### src/sv/jrli_pkg.sv
// ----------------------------------------------------------------------------
// JPEG restart line indexer - shared package
// Widths, register map, marker codes, shared types and the entry address sum.
// ----------------------------------------------------------------------------
package jrli_pkg;

	// Datapath widths
	localparam int ADDR_BITS     = 24;
	localparam int LINE_BITS     = 16;
	localparam int BYTE_BITS     = 8;
	localparam int STRIDE_BITS   = 8;
	localparam int PROD_BITS     = STRIDE_BITS + LINE_BITS;
	localparam int SUM_BITS      = ADDR_BITS + PROD_BITS;

	// APB port
	localparam int APB_ADDR_BITS = 4;
	localparam int APB_DATA_BITS = 32;

	// Register reset values
	localparam logic [STRIDE_BITS-1:0] STRIDE_RESET = 8'd16;

	// Marker codes: first byte, end of image, restart prefix (FFD0..FFD7)
	localparam logic [BYTE_BITS-1:0] MARKER_PREFIX = 8'hFF;
	localparam logic [BYTE_BITS-1:0] EOI_CODE      = 8'hD9;
	localparam logic [4:0]           RST_CODE_HI   = 5'b11010;

	// Register indexes (byte address = 4 * index)
	typedef enum logic [1:0] {
		REG_IMAGE_BASE,
		REG_INDEX_BASE,
		REG_ENTRY_STRIDE
	} reg_idx_t;

	// Configuration register set
	typedef struct packed {
		logic [ADDR_BITS-1:0]   image_base;
		logic [ADDR_BITS-1:0]   index_base;
		logic [STRIDE_BITS-1:0] entry_stride;
	} cfg_t;

	// One index entry
	typedef struct packed {
		logic [LINE_BITS-1:0] line_number;
		logic [ADDR_BITS-1:0] start_address;
		logic [ADDR_BITS-1:0] end_address;
		logic [ADDR_BITS-1:0] entry_address;
		logic                 image_end;
	} entry_t;

	// index_base + stride * line, wrapped to the address width
	function automatic logic [ADDR_BITS-1:0] entry_addr(
		input logic [ADDR_BITS-1:0]   base,
		input logic [STRIDE_BITS-1:0] stride,
		input logic [LINE_BITS-1:0]   line
	);
		logic [PROD_BITS-1:0] prod;
		logic [SUM_BITS-1:0]  sum;
		prod = PROD_BITS'(stride) * PROD_BITS'(line);
		sum  = SUM_BITS'(base) + SUM_BITS'(prod);
		return sum[ADDR_BITS-1:0];
	endfunction

endpackage

### src/sv/jrli_if.sv
// ----------------------------------------------------------------------------
// JPEG restart line indexer - channel interfaces
// Valid/ready channels for image bytes and for index entries.
// ----------------------------------------------------------------------------

// Image byte channel
interface jrli_byte_if;
	logic                          valid;
	logic                          ready;
	logic [jrli_pkg::BYTE_BITS-1:0] data_byte;

	modport source(output valid, output data_byte, input ready);
	modport sink(input valid, input data_byte, output ready);
endinterface

// Index entry channel
interface jrli_entry_if;
	logic                           valid;
	logic                           ready;
	logic [jrli_pkg::LINE_BITS-1:0] line_number;
	logic [jrli_pkg::ADDR_BITS-1:0] start_address;
	logic [jrli_pkg::ADDR_BITS-1:0] end_address;
	logic [jrli_pkg::ADDR_BITS-1:0] entry_address;
	logic                           image_end;

	modport source(output valid, output line_number, output start_address,
		output end_address, output entry_address, output image_end, input ready);
	modport sink(input valid, input line_number, input start_address,
		input end_address, input entry_address, input image_end, output ready);
endinterface

### src/sv/jrli_core.sv
// ----------------------------------------------------------------------------
// JPEG restart line indexer - marker scanner core
// Holds the scan state, spots FFD0..FFD7 and FFD9 across byte pairs, resyncs
// the line counter and forms the index entry for the output register.
// ----------------------------------------------------------------------------
module jrli_core (
	input  logic                            clk,
	input  logic                            arst_n,
	input  logic                            step,
	input  logic [jrli_pkg::BYTE_BITS-1:0]  data_byte,
	input  jrli_pkg::cfg_t                  cfg,
	input  logic                            base_wr,
	input  logic [jrli_pkg::ADDR_BITS-1:0]  base_val,
	output logic                            emit,
	output jrli_pkg::entry_t                res
);

	localparam int LB = jrli_pkg::LINE_BITS;

	logic [jrli_pkg::BYTE_BITS-1:0] prev_q, prev_d;
	logic                           have_q, have_d;
	logic [jrli_pkg::ADDR_BITS-1:0] addr_q, addr_d;
	logic [jrli_pkg::ADDR_BITS-1:0] lstart_q, lstart_d;
	logic [LB-1:0]                  cnt_q, cnt_d;

	logic                           is_eoi;
	logic                           is_rst;
	logic [2:0]                     rcount;
	logic [LB-1:0]                  synced;
	logic [jrli_pkg::ADDR_BITS-1:0] addr_inc;

	// Marker decode on the byte pair
	assign is_eoi   = have_q && (prev_q == jrli_pkg::MARKER_PREFIX)
		&& (data_byte == jrli_pkg::EOI_CODE);
	assign is_rst   = have_q && (prev_q == jrli_pkg::MARKER_PREFIX)
		&& (data_byte[7:3] == jrli_pkg::RST_CODE_HI);
	assign rcount   = data_byte[2:0];
	assign addr_inc = addr_q + jrli_pkg::ADDR_BITS'(1);

	// Resync: next counter value whose low three bits match the marker count
	always_comb begin
		if (cnt_q[2:0] == rcount) begin
			synced = cnt_q;
		end else if (cnt_q[2:0] < rcount) begin
			synced = {cnt_q[LB-1:3], rcount};
		end else begin
			synced = {cnt_q[LB-1:3] + (LB-3)'(1), rcount};
		end
	end

	// Entry forming
	always_comb begin
		emit              = step && (is_eoi || is_rst);
		res.line_number   = is_eoi ? cnt_q : synced;
		res.start_address = lstart_q;
		res.end_address   = addr_q;
		res.image_end     = is_eoi;
		res.entry_address = jrli_pkg::entry_addr(cfg.index_base, cfg.entry_stride,
			res.line_number);
	end

	// Next scan state
	always_comb begin
		prev_d   = prev_q;
		have_d   = have_q;
		addr_d   = addr_q;
		lstart_d = lstart_q;
		cnt_d    = cnt_q;
		if (step) begin
			addr_d = addr_inc;
			prev_d = data_byte;
			have_d = 1'b1;
			if (is_eoi) begin
				// back to the start state for the next image
				prev_d   = '0;
				have_d   = 1'b0;
				addr_d   = cfg.image_base;
				lstart_d = cfg.image_base;
				cnt_d    = '0;
			end else if (is_rst) begin
				lstart_d = addr_inc;
				cnt_d    = synced + LB'(1);
			end
		end else if (base_wr && !have_q) begin
			// new base takes effect at once between images
			addr_d   = base_val;
			lstart_d = base_val;
		end
	end

	always_ff @(posedge clk or negedge arst_n) begin
		if (!arst_n) begin
			prev_q   <= '0;
			have_q   <= 1'b0;
			addr_q   <= '0;
			lstart_q <= '0;
			cnt_q    <= '0;
		end else begin
			prev_q   <= prev_d;
			have_q   <= have_d;
			addr_q   <= addr_d;
			lstart_q <= lstart_d;
			cnt_q    <= cnt_d;
		end
	end

endmodule

### src/sv/jpeg_restart_line_indexer_unit.sv
// ----------------------------------------------------------------------------
// JPEG restart line indexer - top level
// Scans a JPEG byte stream for restart and end-of-image markers and emits one
// line index entry per marker. APB register port for the table set-up.
// ----------------------------------------------------------------------------
// Takes one image byte per clock and gives an index entry for the byte that
// completes a restart (FFD0..FFD7) or end-of-image (FFD9) marker; other
// bytes give no entry. A byte goes into an input register, the marker
// decode, counter resync and the 8x16 entry address multiply-add run
// combinationally from there into the output register. A new byte is taken
// every cycle as long as the output register is empty or being drained; a
// stalled entry holds at most one further byte in the input register.
// Registers: image_base at 0x0, index_base at 0x4, entry_stride at 0x8.
module jpeg_restart_line_indexer_unit (
	input  logic                               clk,
	input  logic                               arst_n,
	jrli_byte_if.sink                          bytes,
	jrli_entry_if.source                       entries,
	input  logic                               psel,
	input  logic                               penable,
	input  logic                               pwrite,
	input  logic [jrli_pkg::APB_ADDR_BITS-1:0] paddr,
	input  logic [jrli_pkg::APB_DATA_BITS-1:0] pwdata,
	output logic [jrli_pkg::APB_DATA_BITS-1:0] prdata,
	output logic                               pready
);

	jrli_pkg::cfg_t     cfg_q;
	jrli_pkg::reg_idx_t reg_idx;
	logic               wr_en;
	logic               base_wr;

	logic                           valid_s1;
	logic [jrli_pkg::BYTE_BITS-1:0] byte_s1;
	logic                           advance;

	logic                           core_emit;
	jrli_pkg::entry_t               core_res;
	logic                           out_valid_q;
	jrli_pkg::entry_t               entry_q;

	// APB register port
	assign pready  = 1'b1;
	assign reg_idx = jrli_pkg::reg_idx_t'(paddr[jrli_pkg::APB_ADDR_BITS-1:2]);
	assign wr_en   = psel && penable && pwrite;
	assign base_wr = wr_en && (reg_idx == jrli_pkg::REG_IMAGE_BASE);

	always_ff @(posedge clk or negedge arst_n) begin
		if (!arst_n) begin
			cfg_q.image_base   <= '0;
			cfg_q.index_base   <= '0;
			cfg_q.entry_stride <= jrli_pkg::STRIDE_RESET;
		end else if (wr_en) begin
			case (reg_idx)
				jrli_pkg::REG_IMAGE_BASE:
					cfg_q.image_base <= pwdata[jrli_pkg::ADDR_BITS-1:0];
				jrli_pkg::REG_INDEX_BASE:
					cfg_q.index_base <= pwdata[jrli_pkg::ADDR_BITS-1:0];
				jrli_pkg::REG_ENTRY_STRIDE:
					cfg_q.entry_stride <= pwdata[jrli_pkg::STRIDE_BITS-1:0];
				default: ;
			endcase
		end
	end

	// Register readback
	always_comb begin
		case (reg_idx)
			jrli_pkg::REG_IMAGE_BASE:
				prdata = jrli_pkg::APB_DATA_BITS'(cfg_q.image_base);
			jrli_pkg::REG_INDEX_BASE:
				prdata = jrli_pkg::APB_DATA_BITS'(cfg_q.index_base);
			jrli_pkg::REG_ENTRY_STRIDE:
				prdata = jrli_pkg::APB_DATA_BITS'(cfg_q.entry_stride);
			default:
				prdata = '0;
		endcase
	end

	// Input register; it moves on whenever the output register can take a result
	assign advance     = valid_s1 && (!out_valid_q || entries.ready);
	assign bytes.ready = !valid_s1 || advance;

	always_ff @(posedge clk or negedge arst_n) begin
		if (!arst_n) begin
			valid_s1 <= 1'b0;
		end else if (bytes.ready) begin
			valid_s1 <= bytes.valid;
		end
	end

	always_ff @(posedge clk) begin
		if (bytes.valid && bytes.ready) begin
			byte_s1 <= bytes.data_byte;
		end
	end

	jrli_core u_core (
		.clk       (clk),
		.arst_n    (arst_n),
		.step      (advance),
		.data_byte (byte_s1),
		.cfg       (cfg_q),
		.base_wr   (base_wr),
		.base_val  (pwdata[jrli_pkg::ADDR_BITS-1:0]),
		.emit      (core_emit),
		.res       (core_res)
	);

	// Output register
	always_ff @(posedge clk or negedge arst_n) begin
		if (!arst_n) begin
			out_valid_q <= 1'b0;
		end else if (advance) begin
			out_valid_q <= core_emit;
		end else if (entries.ready) begin
			out_valid_q <= 1'b0;
		end
	end

	always_ff @(posedge clk) begin
		if (core_emit) begin
			entry_q <= core_res;
		end
	end

	assign entries.valid         = out_valid_q;
	assign entries.line_number   = entry_q.line_number;
	assign entries.start_address = entry_q.start_address;
	assign entries.end_address   = entry_q.end_address;
	assign entries.entry_address = entry_q.entry_address;
	assign entries.image_end     = entry_q.image_end;

endmodule

### src/flat_wrapper.sv
// flat-port wrapper written by rule: the top's interface ports become plain ports
module jpeg_restart_line_indexer_unit_flat 
  (clk, arst_n, psel, penable, pwrite, paddr, pwdata, prdata, pready, bytes_valid, bytes_data_byte, bytes_ready, entries_valid, entries_line_number, entries_start_address, entries_end_address, entries_entry_address, entries_image_end, entries_ready);
  jrli_byte_if bytes_i ();
  jrli_entry_if entries_i ();
  input  logic clk;
  input  logic arst_n;
  input  logic psel;
  input  logic penable;
  input  logic pwrite;
  input  logic [jrli_pkg::APB_ADDR_BITS-1:0] paddr;
  input  logic [jrli_pkg::APB_DATA_BITS-1:0] pwdata;
  output logic [jrli_pkg::APB_DATA_BITS-1:0] prdata;
  output logic pready;
  input wire logic [$bits(bytes_i.valid)-1:0] bytes_valid;
  input wire logic [$bits(bytes_i.data_byte)-1:0] bytes_data_byte;
  output wire logic [$bits(bytes_i.ready)-1:0] bytes_ready;
  output wire logic [$bits(entries_i.valid)-1:0] entries_valid;
  output wire logic [$bits(entries_i.line_number)-1:0] entries_line_number;
  output wire logic [$bits(entries_i.start_address)-1:0] entries_start_address;
  output wire logic [$bits(entries_i.end_address)-1:0] entries_end_address;
  output wire logic [$bits(entries_i.entry_address)-1:0] entries_entry_address;
  output wire logic [$bits(entries_i.image_end)-1:0] entries_image_end;
  input wire logic [$bits(entries_i.ready)-1:0] entries_ready;
  assign bytes_i.valid = bytes_valid;
  assign bytes_i.data_byte = bytes_data_byte;
  assign bytes_ready = bytes_i.ready;
  assign entries_valid = entries_i.valid;
  assign entries_line_number = entries_i.line_number;
  assign entries_start_address = entries_i.start_address;
  assign entries_end_address = entries_i.end_address;
  assign entries_entry_address = entries_i.entry_address;
  assign entries_image_end = entries_i.image_end;
  assign entries_i.ready = entries_ready;
  jpeg_restart_line_indexer_unit u_core (.clk(clk), .arst_n(arst_n), .bytes(bytes_i), .entries(entries_i), .psel(psel), .penable(penable), .pwrite(pwrite), .paddr(paddr), .pwdata(pwdata), .prdata(prdata), .pready(pready));
endmodule
### config.mk
export PLATFORM = sky130hd
export DESIGN_NAME = jpeg_restart_line_indexer_unit_flat
export DESIGN_NICKNAME = d
export VERILOG_FILES = /design/src/sv/jrli_pkg.sv /design/src/sv/jrli_if.sv /design/src/sv/jrli_core.sv /design/src/sv/jpeg_restart_line_indexer_unit.sv /design/src/flat_wrapper.sv
export SDC_FILE = /design/constraint.sdc
export NUM_CORES = 1
export LEC_CHECK = 0
export BUFFER_PORTS_ARGS = -buffer_cell sky130_fd_sc_hd__buf_2
export CORE_MARGIN = 2
export CORE_UTILIZATION = 64
export CTS_CLUSTER_DIAMETER = 80
export DETAILED_ROUTE_END_ITERATION = 10
export PLACE_DENSITY = 0.86
export SETUP_SLACK_MARGIN = 0.15
export SYNTH_ARGS = -nofsm -noshare
export SYNTH_HDL_FRONTEND = slang
export SYNTH_SLANG_ARGS = --single-unit
### constraint.sdc
create_clock -name clk -period 11.4 [get_ports clk]
set_clock_uncertainty 0.05 [all_clocks]
set_input_delay 2.28 -clock clk [delete_from_list [all_inputs] [get_ports clk]]
set_output_delay 2.28 -clock clk [all_outputs]
set_load 0.05 [all_outputs]
==> metrics.yaml <==
hold_viol_final: 0
tns_ns: 0
die_area_um2: 24400
synth_edf_count: 97
cts.sink_count: 228
critPathArrivalTime_ns: 8.41
synth.distinct_cells: 69
yosys.area_share.adder: 0.184
cts_max_path_buffers: 3
wl_mm: 36.4
yosys_warnings: 0
htreeDepth: 1
cts_setup_buffers: 0
critPathLaunchType: "flop"
ant_nets: 0
synth_area_per_cell_um2: 10.3
fillers: 1557
synth-xor-area-share: 0.0319
ys.flop_type: "dfrtp_1"
seq_area_frac_synth: 0.418
irDropWorstVdd_uv: 170
track_usage: 0.306
p_leak_nw: 7.51
final_area_um2: 16500
synth_top_cell_by_area: "dfrtp_1"
postCtsHoldBufs: 0
cts_root_buf: "clkbuf_16"
placed_cell_area_um2: 15800
crit_type: "flop to flop"
grt_max_degree: 83
grt_first_pass_wirelength_mm: 58.5
drc: 0
io_buffers: 155
cellPowerDensity_nw_per_um2: 231
first_iter_violations: 979
final_layout_size_suffix_gt1_frac: 0.172
ys_ff_latch: 228
place_hpwl_mm: 25.4
drt-pass1-iter-count: 5
clkTransAtPathRegs_ns: 0.06
dieHeight_um: 156
slew_violations: 0
whs_path_depth: 0
outcome: "complete, no violations"
cp-end-kind: "flop"
grt.overflow.total: 0
r2r-start: "u_core.byte_s1[0]"
syn_inst: 1440
worst_pin_slew_ns: 1.20
ys_top_cells_by_area: "dfrtp_1, edfxtp_1, fa_1, inv_1, mux2_2"
min_period_over_period: 0.720
worstSkewPairLatency_ns: 0.53
core_um2: 22700
maxCapViolCount: 0
synth-async-reset-ratio: 0.575
rows: 55
max_freq_mhz: 122
muxShareOfSynthArea: 0.0617
setup_violations: 0
synth-compound-area-share: 0.0915
nets: 1773
numCtsBuffers: 24
worstHoldStart: "u_core.u_core.lstart_q[22]"
rr_worst_depth: 24
grt_pass1_vias: 11400
ios: 175
ff2ff_setup_slack_ns: 3.19
grt_antenna_before_repair: 2
r2r_end: "u_core.entries.entry_address[22]"
synth_area_um2: 14800
max_slew_margin: 0.195
crit_required_ns: 11.60
min_to: "u_core.entries.start_address[22]"
die_w_um: 156
cp_max_fo: 66
wl_per_cell_um: 19.4
vias: 11200
synth_top_family_by_area: "adder cells"
post_cts_resized: 0
cts_tree: "yes"
synthToLayoutAreaGrowth_pct: 11.5
rsz0062_at_grt: "no"
viasPerCell: 5.98
synth-simple-area-share: 0.145
hp-class: "flop to flop"
gp_congestion: 0.916
initial_core_util: 0.653
min_period_ns: 8.21
synth_top_area_share: 0.219
[per-stage QoR]
stage,util,power [mW],hold WS (ns),worst slack [ns],cells
6_report,0.728,3.82,0.406,3.19,1873
5_1_grt,0.728,4.11,0.410,2.61,1872
4_1_cts,0.728,3.81,0.405,3.23,1870
3_5_place_dp,0.694,3.03,0.386,3.26,1826
3_3_place_gp,0.694,2.94,0.378,3.42,1826
2_1_floorplan,-,2.59,0.371,4.74,1447
[cells in the final DEF, fill, tap and decap left out, drive strengths merged, types with 5 or more instances in the layout]
cell type,Yosys,layout
o31ai,6,6
or3,10,10
a21o,11,11
o21a,6,6
buf,19,165
edfxtp,97,97
nand3,28,28
xor2,22,22
dfrtp,130,130
and4,5,5
xnor2,32,32
nor2,113,113
ha,49,49
nand2b,7,7
mux2,59,59
and2,61,61
a211oi,16,16
mux2i,25,25
nand4,13,13
fa,106,106
o211ai,16,16
inv,178,180
a21oi,78,78
o21ai,54,54
clkbuf,52,36
and3,13,13
nor3,11,11
nor2b,12,12
a31oi,8,8
conb,2,9
nand2,157,157
[synth_stat cells, types with 3 or more instances]
master and instances:
xor2_1 22, clkbuf_1 49, inv_1 178, nand4b_1 3, nand2b_1 7, dfrtp_1 130
a21o_1 10, nand3_1 28, o31ai_1 6, mux2i_1 25, nor3b_1 4, o21ai_1 3
nor3_1 11, nor2b_1 12, buf_4 9, xnor2_1 32, o21ai_0 50, buf_1 5
buf_2 4, a21oi_1 77, nor2_1 113, a31oi_1 8, and4_1 5, nand2_1 157
and2_1 61, mux2_2 59, fa_1 106, nand4_1 12, o211ai_1 16, and3_1 13
edfxtp_1 97, nand3b_1 3, or3_1 10, ha_1 49, o21a_1 6, a211oi_1 16
[layout make-up]
type                       count  area, µm²  area share
antenna                        3       7.51    0.000454
clock buffer                  36        708      0.0428
clock inverter                 8       47.5     0.00288
inverter                     179        674      0.0408
multi-input combinational    969       7690       0.465
sequential                   228       6190       0.375
tap                          285        357      0.0216
timing repair buffer         165        857      0.0519
[routing by layer]
layer | global-route usage | routed length (µm) | vias to the layer above | share of wire
met5 | 0 | 0 | - | 0
met4 | 0.121 | 1160 | 0 | 0.032
met3 | 0.0654 | 3110 | 86 | 0.085
met2 | 0.517 | 17900 | 511 | 0.49
met1 | 0.389 | 14200 | 5563 | 0.39
li1 | - | - | 5045 | -
[worst max-delay path, cell delays in order, from the launching register on]
cell,delay [ns]
edfxtp_1,0.48
nor3b_1,0.21
nand4_1,0.09
buf_4,0.57
clkinv_1,0.72
nor2_1,0.42
nand2_1,0.11
xnor2_1,0.78
nand2_1,0.18
fa_1,0.57
inv_1,0.05
fa_1,0.46
fa_1,0.56
inv_1,0.06
fa_1,0.53
inv_1,0.04
ha_1,0.38
nand3_1,0.11
o211ai_1,0.30
a2111oi_0,0.11
nor3_1,0.51
nand4_1,0.15
nand3_1,0.17
o41ai_1,0.12
xnor2_1,0.16
[worst max-delay path by stage]
| stage | start | endpoint | slack [ns] | cells after the start |
|---|---|---|---|---|
| 2_1_floorplan | paddr[2] | prdata[4] | 4.74 | 4 |
| 3_3_place_gp | u_core.byte_s1[0] | u_core.entries.entry_address[23] | 3.42 | 24 |
| 3_5_place_dp | u_core.byte_s1[0] | u_core.entries.entry_address[22] | 3.26 | 24 |
| 4_1_cts | u_core.byte_s1[0] | u_core.entries.entry_address[22] | 3.23 | 24 |
| 5_1_grt | u_core.byte_s1[0] | u_core.entries.entry_address[22] | 2.61 | 24 |
| 6_report | u_core.byte_s1[0] | u_core.entries.entry_address[22] | 3.19 | 24 |
[registers in the layout, indices dropped and copies added (netlist names)]
signal / cells
u_core.valid_s1: 1
u_core.cfg_q: 56
u_core.u_core.prev_q: 8
u_core.entries.start_address: 24
u_core.u_core.have_q: 1
u_core.entries.line_number: 16
u_core.entries.image_end: 1
u_core.entries.entry_address: 24
u_core.entries.valid: 1
u_core.u_core.lstart_q: 24
u_core.byte_s1: 8
u_core.u_core.addr_q: 24
u_core.entries.end_address: 24
u_core.u_core.cnt_q: 16
[power by group]
part / leakage [nW] / switching [mW] / total, mW / internal (mW)
Sequential: 2.41 / 0.114 / 1.15 / 1.03
Combinational: 4.74 / 1.10 / 1.92 / 0.812
Clock: 0.361 / 0.325 / 0.756 / 0.430
Total: 7.51 / 1.54 / 3.82 / 2.28
[kinds of logic after synthesis]
kind of cell | Yosys count
compound gates | 219
xor+xnor | 54
fa+ha+maj | 155
mux | 84
flops | 228
other cells | 2
buf+inv | 250
simple gates | 448
Note: power is estimated with default switching activity, not from simulation.
